$ cat src/rtl/core/scprq_pkg.sv
// ----------------------------------------------------------------------------
// scprq_pkg
// Shared sizes, codes and types for the serial command parser and reply queue.
// ----------------------------------------------------------------------------
package scprq_pkg;

    localparam int RING_DEPTH   = 8;
    localparam int CONFIG_BYTES = 128;
    localparam int RING_AW      = $clog2(RING_DEPTH);
    localparam int CFG_AW       = $clog2(CONFIG_BYTES);

    typedef logic [2:0] t_event;
    typedef logic [1:0] t_source;
    typedef logic [1:0] t_pwm;
    typedef logic [1:0] t_parse_st;

    // parser states
    localparam t_parse_st ST_CMD    = 2'd0;
    localparam t_parse_st ST_OFFSET = 2'd1;
    localparam t_parse_st ST_VALUE  = 2'd2;

    // event codes
    localparam t_event EV_NONE  = 3'd0;
    localparam t_event EV_WRITE = 3'd1;
    localparam t_event EV_SAVE  = 3'd2;
    localparam t_event EV_STEP  = 3'd3;
    localparam t_event EV_TX    = 3'd4;

    // reply data sources
    localparam t_source SRC_RT      = 2'd0;
    localparam t_source SRC_CLOCK   = 2'd1;
    localparam t_source SRC_VERSION = 2'd2;
    localparam t_source SRC_CONFIG  = 2'd3;

    // PWM update codes
    localparam t_pwm PWM_NONE = 2'd0;
    localparam t_pwm PWM_DUTY = 2'd1;
    localparam t_pwm PWM_DLY  = 2'd2;

    localparam logic [7:0] PWM_DUTY_ADDR = 8'h5F;
    localparam logic [7:0] PWM_DLY_ADDR  = 8'h60;

    // byte count and last byte index of each reply job
    localparam logic [7:0] RT_BYTES = 8'd22;
    localparam logic [7:0] VE_BYTES = 8'h7C;
    localparam logic [7:0] RT_LAST  = RT_BYTES - 8'd1;
    localparam logic [7:0] VE_LAST  = VE_BYTES - 8'd1;
    localparam logic [7:0] ONE_LAST = 8'd0;
    localparam logic [7:0] CFG_LAST = 8'(CONFIG_BYTES - 1);

    // command letters
    localparam logic [7:0] CMD_RT      = 8'h41; // A
    localparam logic [7:0] CMD_SAVE    = 8'h42; // B
    localparam logic [7:0] CMD_CLOCK   = 8'h43; // C
    localparam logic [7:0] CMD_FLUSH   = 8'h46; // F
    localparam logic [7:0] CMD_VERSION = 8'h51; // Q
    localparam logic [7:0] CMD_STEP_UP = 8'h53; // S
    localparam logic [7:0] CMD_TABLE   = 8'h54; // T
    localparam logic [7:0] CMD_VE      = 8'h56; // V
    localparam logic [7:0] CMD_WRITE   = 8'h57; // W
    localparam logic [7:0] CMD_STEP_DN = 8'h73; // s

endpackage

$ cat src/rtl/core/serial_command_parser_reply_queue.sv
// ----------------------------------------------------------------------------
// serial_command_parser_reply_queue
// Command parser for received serial bytes with a ring of queued reply jobs.
// ----------------------------------------------------------------------------
// Each request is either a received byte (mode 0) or a transmitter-ready event
// (mode 1). A request is taken every cycle while the result register is free
// or being drained; the result is registered on the accepting edge. Errored
// bytes, and ready events with no queued job, give no result. The config
// store is a 128 x 8 array with a registered read port, read at the job byte
// index on the accepting edge; per-entry valid flops make it read as zero
// after reset, so no clearing pass is needed. o_stall follows i_stall
// whenever a result is held.
module serial_command_parser_reply_queue (
    input  logic                 i_clk,
    input  logic                 i_rst_n,
    input  logic                 i_valid,
    output logic                 o_stall,
    input  logic                 i_mode,
    input  logic [7:0]           i_rx_byte,
    input  logic                 i_rx_error,
    output logic                 o_valid,
    input  logic                 i_stall,
    output scprq_pkg::t_event    o_event_res,
    output scprq_pkg::t_source   o_tx_source,
    output logic [7:0]           o_tx_index,
    output logic [7:0]           o_tx_config_byte,
    output logic [7:0]           o_write_addr,
    output logic [7:0]           o_write_data,
    output scprq_pkg::t_pwm      o_pwm_update,
    output logic                 o_step_up,
    output logic                 o_queue_dropped,
    output logic                 o_tx_pending
);
    import scprq_pkg::*;

    // parser and ring state
    t_parse_st            r_parse_st, n_parse_st;
    logic [7:0]           r_pend_off, n_pend_off;
    logic [RING_AW-1:0]   r_head, n_head;
    logic [RING_AW-1:0]   r_tail, n_tail;
    logic [7:0]           r_bcnt, n_bcnt;
    logic                 r_te, n_te;
    t_source              r_job_src  [RING_DEPTH];
    logic [7:0]           r_job_last [RING_DEPTH];

    // config store
    logic [7:0]           r_cfg_mem [CONFIG_BYTES];
    logic [CONFIG_BYTES-1:0] r_cfg_vld;
    logic [7:0]           r_rd_data;
    logic                 r_rd_en;

    // result register
    logic                 r_valid;
    t_event               r_event;
    t_source              r_src;
    logic [7:0]           r_idx;
    logic [7:0]           r_waddr;
    logic [7:0]           r_wdata;
    t_pwm                 r_pwm;
    logic                 r_step_up;
    logic                 r_drop;
    logic                 r_pend;

    logic                 accept;
    logic [RING_AW-1:0]   head_next;
    logic [RING_AW-1:0]   tail_next;
    logic                 ring_full;
    logic                 push_en;
    t_source              push_src;
    logic [7:0]           push_last;
    logic                 mem_we;
    logic                 rd_apply;
    logic                 n_has;
    t_event               n_event;
    t_source              n_src;
    logic [7:0]           n_idx;
    logic [7:0]           n_waddr;
    logic [7:0]           n_wdata;
    t_pwm                 n_pwm;
    logic                 n_step_up;
    logic                 n_drop;

    assign o_stall = r_valid && i_stall;
    assign accept  = i_valid && !o_stall;

    assign head_next = (r_head == RING_AW'(RING_DEPTH - 1)) ? '0 : r_head + 1'b1;
    assign tail_next = (r_tail == RING_AW'(RING_DEPTH - 1)) ? '0 : r_tail + 1'b1;
    assign ring_full = (head_next == r_tail);

    always_comb begin
        n_parse_st = r_parse_st;
        n_pend_off = r_pend_off;
        n_head     = r_head;
        n_tail     = r_tail;
        n_bcnt     = r_bcnt;
        n_te       = r_te;
        push_en    = 1'b0;
        push_src   = SRC_RT;
        push_last  = ONE_LAST;
        mem_we     = 1'b0;
        rd_apply   = 1'b0;
        n_has      = 1'b0;
        n_event    = EV_NONE;
        n_src      = SRC_RT;
        n_idx      = '0;
        n_waddr    = '0;
        n_wdata    = '0;
        n_pwm      = PWM_NONE;
        n_step_up  = 1'b0;
        n_drop     = 1'b0;

        if (i_mode) begin
            if (r_te && (r_tail != r_head)) begin
                n_has    = 1'b1;
                n_event  = EV_TX;
                n_src    = r_job_src[r_tail];
                n_idx    = r_bcnt;
                rd_apply = (r_job_src[r_tail] == SRC_CONFIG) &&
                           ({1'b0, r_bcnt} < 9'(CONFIG_BYTES));
                if (r_bcnt < r_job_last[r_tail]) begin
                    n_bcnt = r_bcnt + 8'd1;
                end else begin
                    // retire the job
                    n_bcnt = '0;
                    n_tail = tail_next;
                    if (tail_next == r_head) begin
                        n_te = 1'b0;
                    end
                end
            end
        end else if (!i_rx_error) begin
            n_has = 1'b1;
            unique case (r_parse_st)
                ST_OFFSET: begin
                    n_pend_off = i_rx_byte;
                    n_parse_st = ST_VALUE;
                end
                ST_VALUE: begin
                    n_waddr    = r_pend_off;
                    n_wdata    = i_rx_byte;
                    n_parse_st = ST_CMD;
                    if ({1'b0, r_pend_off} < 9'(CONFIG_BYTES)) begin
                        mem_we  = 1'b1;
                        n_event = EV_WRITE;
                        if (r_pend_off == PWM_DUTY_ADDR) begin
                            n_pwm = PWM_DUTY;
                        end else if (r_pend_off == PWM_DLY_ADDR) begin
                            n_pwm = PWM_DLY;
                        end
                    end
                end
                default: begin
                    n_parse_st = ST_CMD;
                    unique case (i_rx_byte)
                        CMD_RT: begin
                            push_en   = 1'b1;
                            push_src  = SRC_RT;
                            push_last = RT_LAST;
                        end
                        CMD_CLOCK: begin
                            push_en   = 1'b1;
                            push_src  = SRC_CLOCK;
                            push_last = ONE_LAST;
                        end
                        CMD_VERSION: begin
                            push_en   = 1'b1;
                            push_src  = SRC_VERSION;
                            push_last = ONE_LAST;
                        end
                        CMD_TABLE: begin
                            push_en   = 1'b1;
                            push_src  = SRC_CONFIG;
                            push_last = CFG_LAST;
                        end
                        CMD_VE: begin
                            push_en   = 1'b1;
                            push_src  = SRC_CONFIG;
                            push_last = VE_LAST;
                        end
                        CMD_SAVE: begin
                            n_event = EV_SAVE;
                        end
                        CMD_STEP_DN: begin
                            n_event = EV_STEP;
                        end
                        CMD_STEP_UP: begin
                            n_event   = EV_STEP;
                            n_step_up = 1'b1;
                        end
                        CMD_FLUSH: begin
                            n_te   = 1'b0;
                            n_head = '0;
                            n_tail = '0;
                            n_bcnt = '0;
                        end
                        CMD_WRITE: begin
                            n_parse_st = ST_OFFSET;
                        end
                        default: begin
                        end
                    endcase
                end
            endcase

            if (push_en) begin
                if (ring_full) begin
                    // drop the job
                    push_en = 1'b0;
                    n_drop  = 1'b1;
                end else begin
                    n_head = head_next;
                    n_te   = 1'b1;
                end
            end
        end
    end

    always_ff @(posedge i_clk) begin
        if (!i_rst_n) begin
            r_parse_st <= ST_CMD;
            r_pend_off <= '0;
            r_head     <= '0;
            r_tail     <= '0;
            r_bcnt     <= '0;
            r_te       <= 1'b0;
            r_cfg_vld  <= '0;
            r_valid    <= 1'b0;
            for (int i = 0; i < RING_DEPTH; i++) begin
                r_job_src[i]  <= SRC_RT;
                r_job_last[i] <= '0;
            end
        end else begin
            if (accept) begin
                r_parse_st <= n_parse_st;
                r_pend_off <= n_pend_off;
                r_head     <= n_head;
                r_tail     <= n_tail;
                r_bcnt     <= n_bcnt;
                r_te       <= n_te;
                r_valid    <= n_has;
                if (push_en) begin
                    r_job_src[r_head]  <= push_src;
                    r_job_last[r_head] <= push_last;
                end
                if (mem_we) begin
                    r_cfg_vld[r_pend_off[CFG_AW-1:0]] <= 1'b1;
                end
            end else if (!i_stall) begin
                r_valid <= 1'b0;
            end
        end
    end

    // config store array and registered read port
    always_ff @(posedge i_clk) begin
        if (accept && mem_we) begin
            r_cfg_mem[r_pend_off[CFG_AW-1:0]] <= i_rx_byte;
        end
    end

    always_ff @(posedge i_clk) begin
        if (accept) begin
            r_rd_data <= r_cfg_mem[r_bcnt[CFG_AW-1:0]];
            r_rd_en   <= rd_apply && r_cfg_vld[r_bcnt[CFG_AW-1:0]];
            r_event   <= n_event;
            r_src     <= n_src;
            r_idx     <= n_idx;
            r_waddr   <= n_waddr;
            r_wdata   <= n_wdata;
            r_pwm     <= n_pwm;
            r_step_up <= n_step_up;
            r_drop    <= n_drop;
            r_pend    <= n_te;
        end
    end

    assign o_valid          = r_valid;
    assign o_event_res      = r_event;
    assign o_tx_source      = r_src;
    assign o_tx_index       = r_idx;
    assign o_tx_config_byte = r_rd_en ? r_rd_data : 8'd0;
    assign o_write_addr     = r_waddr;
    assign o_write_data     = r_wdata;
    assign o_pwm_update     = r_pwm;
    assign o_step_up        = r_step_up;
    assign o_queue_dropped  = r_drop;
    assign o_tx_pending     = r_pend;

endmodule
$ cat config.mk
export PLATFORM = sky130hd
export DESIGN_NAME = serial_command_parser_reply_queue
export DESIGN_NICKNAME = d
export VERILOG_FILES = /design/src/rtl/core/scprq_pkg.sv /design/src/rtl/core/serial_command_parser_reply_queue.sv
export SDC_FILE = /design/constraint.sdc
export NUM_CORES = 1
export LEC_CHECK = 0
export ABC_AREA = 0
export BUFFER_PORTS_ARGS = -buffer_cell sky130_fd_sc_hd__buf_2
export CAP_MARGIN = 20
export CORE_MARGIN = 2
export CORE_UTILIZATION = 49
export DETAILED_ROUTE_END_ITERATION = 10
export HOLD_SLACK_MARGIN = 0.03
export PLACE_DENSITY_LB_ADDON = 0.15
export SLEW_MARGIN = 5
export SYNTH_ARGS = -nofsm -noshare
export SYNTH_HDL_FRONTEND = slang
export SYNTH_SLANG_ARGS = --single-unit
export TNS_END_PERCENT = 5
$ cat constraint.sdc
create_clock -name i_clk -period 3.5 [get_ports i_clk]
set_clock_uncertainty 0.2 [all_clocks]
set_input_delay 0.175 -clock i_clk [delete_from_list [all_inputs] [get_ports i_clk]]
set_output_delay 0.175 -clock i_clk [all_outputs]
set_load 0.03 [all_outputs]
==> results.yml <==
routing:
  drt_pass1_iterations: 5
  detail_route.wl_per_cell_um: 28.3
  final_antenna_net_count: 0
  via_per_inst: 6.05
  drt_first_iter_violations: 2578
  route.detailed.drc: 0
  via_count: 25400
  drt_wl_total_um: 119000
sta:
  max-slew-margin-rel_pct: 23.6
  setup-violations-final: 0
  transition_time_of_the_tightest_slew_check_pin_ns: 1.15
  setup_tns_ns: 0
  timing.fmax_ghz: 0.303
  rsz0062_at_grt: "false"
  drv_slew: 0
  layout_setup_ws_ns: 0.198
  final-hold-violation-count: 0
  final.min_clock_period_ns: 3.30
  timing.final.crit_share_pct: 94.4
clock_network:
  cts.root.buffer_cell: "sky130_fd_sc_hd__clkbuf_16"
  cts-htree-levels: 4
  cts_buffer_depth: 3
  clk_pin_slew_ns: 0.06
  cts_tree: "done"
  tritoncts_num_sinks: 1264
  cts-buffers-inserted: 130
  cts_setup_buffers: 0
  clk-insertion-delay-late_ns: 0.73
worst_setup_path:
  timing.critical_path.fanout_max: 4
  cp-start-kind: "flop"
  ff2ff_setup_slack_ns: 0.20
  crit-reg2reg-capture: "r_bcnt[3]"
  timing.reg2reg.worst_path_depth: 9
  slowest_stage: "sky130_fd_sc_hd__mux4_2"
  worst_setup_path_end_kind: "flop"
  timing.critical_path.max_delay_family: "compound AO/OA/AOI/OAI gates"
  worst-endpoint-required_ns: 3.93
  cpPeakStageDelay_ns: 0.53
  worst_ep_arrival_time_ns: 3.73
  cp_cell_sequence: "mux4_2 -> mux2i_2 -> ha_1 -> a2111oi_1 -> a211oi_1 -> o32ai_2 -> nand3_1 -> or3_1 -> a21oi_1"
  critical_path_buf_inv_count: 0
  setup.worst_path.class: "flop to flop"
die:
  io_pins: 58
  design.die.area_um2: 103000
  initial_core_util_pct: 49.4
  floorplan.rows: 116
  fp.dieH_um: 322
  floorplan.die.width_um: 322
  core_area_um2: 100000
hold_path:
  min_from: "i_rst_n"
  min_delay_worst_endpoint: "r_cfg_vld[114]"
  hold_path.class: "input pin to flop"
  worstHoldPathCells: 3
pwr:
  worst_ir_drop_vdd_mv: 0.498
  power.internal_mw: 24.3
  power.total_mw: 30.2
  netSwitchingPower_mw: 5.91
  power_leakage_nw: 17.7
  power.clock.fraction_pct: 44.1
  power_frac_comb_pct: 1.5
  p_sw_share_pct: 19.6
  powerDensity_nw_per_um2: 531
  seq_power_share_pct: 54.4
synthesis:
  postSynthAreaPerCell_um2: 19.5
  synth-edff-count: 1107
  synthDominantAreaCellType: "sky130_fd_sc_hd__edfxtp_1"
  yosysSeqAreaShare_pct: 73.6
  synth_warnings: 0
  mappedNetlistArea_um2: 49400
  synth_flop_cell: "sky130_fd_sc_hd__edfxtp_1"
  synth.net_count: 2564
  netlist_instances: 2536
  postSynthRegisterBits: 1264
  yosysUniqueCellTypes: 69
  synth_top_cell_area_share_pct: 67.3
  asr_flop_ratio_synth_pct: 0
  synth.top_cells.by_area: "sky130_fd_sc_hd__edfxtp_1 67%, sky130_fd_sc_hd__mux4_2 15%, sky130_fd_sc_hd__dfxtp_1 6.4%, sky130_fd_sc_hd__o21a_1 2.0%, sky130_fd_sc_hd__nor2_1 1.5%"
placement:
  place_hpwl_um: 75300
  gp_routability_congestion: 0.856
  number_of_buffers_inserted_by_port_buffering: 57
  place_worst_setup_slack_ns: 0.213
global_routing:
  number_of_global_route_vias_before_repair: 25900
  antenna_found_initial: 5
  globalRouteOverflowTotal: 0
  first_pass_grt_wire_length_um: 175000
  grtUsageTotal_pct: 23.4
  pin_count_of_the_biggest_net_entering_global_routing: 130
finish:
  diodes_inserted: 0
  layout.cells.most_common_list: "1107 x sky130_fd_sc_hd__edfxtp_1, 328 x sky130_fd_sc_hd__mux4_2, 207 x sky130_fd_sc_hd__buf_4, 202 x sky130_fd_sc_hd__nor2_1, 153 x sky130_fd_sc_hd__dfxtp_1"
  layout-drive-gt1-share_pct: 27.8
  finalCoreUtilization_pct: 56.8
  synthToLayoutAreaGrowth_pct: 14.9
  mostFrequentLayoutCell: "sky130_fd_sc_hd__edfxtp_1"
  nets: 2836
status:
  run_status: "finished clean"
run:
  max_cap_violations: 0
==> per-stage QoR <==
step                instance area, um2  hold slack [ns]  instances
floorplan                        49400           0.0739       2536
finish                           56800            0.150       4204
detailed placement               52500            0.250       3956
CTS                              56800            0.114       4203
global route                     56800            0.149       4204
global placement                 52500            0.240       3956
==> power by group through the flow <==
stage | logic, mW | clock network, mW | registers [mW]
2_1_floorplan | 0.0876 | 0 | 16.8
3_3_place_gp | 0.416 | 0 | 16.7
4_1_cts | 0.455 | 13.5 | 16.4
6_report | 0.449 | 13.3 | 16.4
5_1_grt | 0.482 | 14.1 | 16.4
3_5_place_dp | 0.440 | 0 | 16.7
==> layout make-up <==
cell class,count,area [um2]
clock inverters,44,368
inverters,12,45.0
flip-flops and latches,1264,36400
well taps,1298,1620
multi-input cells,1110,12300
repair buffers,290,2320
clock buffers,186,3730
fillers,7425,43200
==> worst min-delay path, stage by stage <==
cell                            delay [ns]
sky130_fd_sc_hd__dlygate4sd3_1        0.54
sky130_fd_sc_hd__buf_4                0.19
sky130_fd_sc_hd__o21a_1               0.11
==> per-layer routing <==
metal / track usage [%] / wire length (um) / part of all wire, %
met3: 4.21 / 8060 / 6.8
met1: 33.6 / 50600 / 43
met4: 7.29 / 3180 / 2.7
met2: 36.7 / 57000 / 48
met5: 0 / 0 / 0
==> cells in the mapped netlist, types with 14 or more instances <==
| cell | number |
|---|---|
| sky130_fd_sc_hd__nand2_1 | 61 |
| sky130_fd_sc_hd__a221oi_1 | 24 |
| sky130_fd_sc_hd__o21a_1 | 130 |
| sky130_fd_sc_hd__buf_1 | 17 |
| sky130_fd_sc_hd__dfxtp_1 | 157 |
| sky130_fd_sc_hd__mux4_2 | 328 |
| sky130_fd_sc_hd__a21oi_1 | 25 |
| sky130_fd_sc_hd__nor3_1 | 14 |
| sky130_fd_sc_hd__edfxtp_1 | 1107 |
| sky130_fd_sc_hd__clkbuf_1 | 77 |
| sky130_fd_sc_hd__buf_2 | 39 |
| sky130_fd_sc_hd__ha_1 | 14 |
| sky130_fd_sc_hd__nand3_1 | 40 |
| sky130_fd_sc_hd__and2_1 | 35 |
| sky130_fd_sc_hd__nor2_1 | 202 |
| sky130_fd_sc_hd__o21ai_0 | 20 |
| sky130_fd_sc_hd__mux2i_1 | 58 |
==> repair_timing <==
action                                 4_1_cts  5_1_grt
setup endpoints to repair                    0        2
endpoints found under the hold margin      515        0
hold buffers                                17        0
gates resized for setup                      0        2
==> kinds of logic after synthesis <==
logic type      Yosys count  share of synthesized area, %
simple gates            422                          4.01
buf+inv                 162                          1.50
flops                  1264                          73.6
mux                     391                          16.2
fa+ha+maj                14                         0.354
compound gates          272                          4.07
xor+xnor                 11                         0.195
==> worst max path at each step <==
| stage | startpoint | cells after the start | endpoint |
|---|---|---|---|
| final | flop | 9 | r_bcnt[3] |
| after global routing | r_parse_st[0] | 7 | r_cfg_mem[48][5] |
| after CTS | flop | 9 | r_bcnt[3] |
| after detailed placement | flop | 9 | r_bcnt[3] |
| after global placement | flop | 9 | r_bcnt[6] |
| after floorplan | flop | 10 | r_bcnt[6] |
==> flip-flops by register name, summed over array words and instances (netlist names), 2 cells and up, named ones only <==
register      count
o_write_data      8
r_rd_data         8
r_pend_off        8
r_bcnt            8
r_parse_st        2
o_tx_index        8
o_event_res       3
r_job_last       24
o_tx_source       2
r_head            3
r_job_src        16
o_pwm_update      2
r_tail            3
r_cfg_vld       128
r_cfg_mem      1024
o_write_addr      8
No activity file was read; power rests on OpenSTA's default activity.
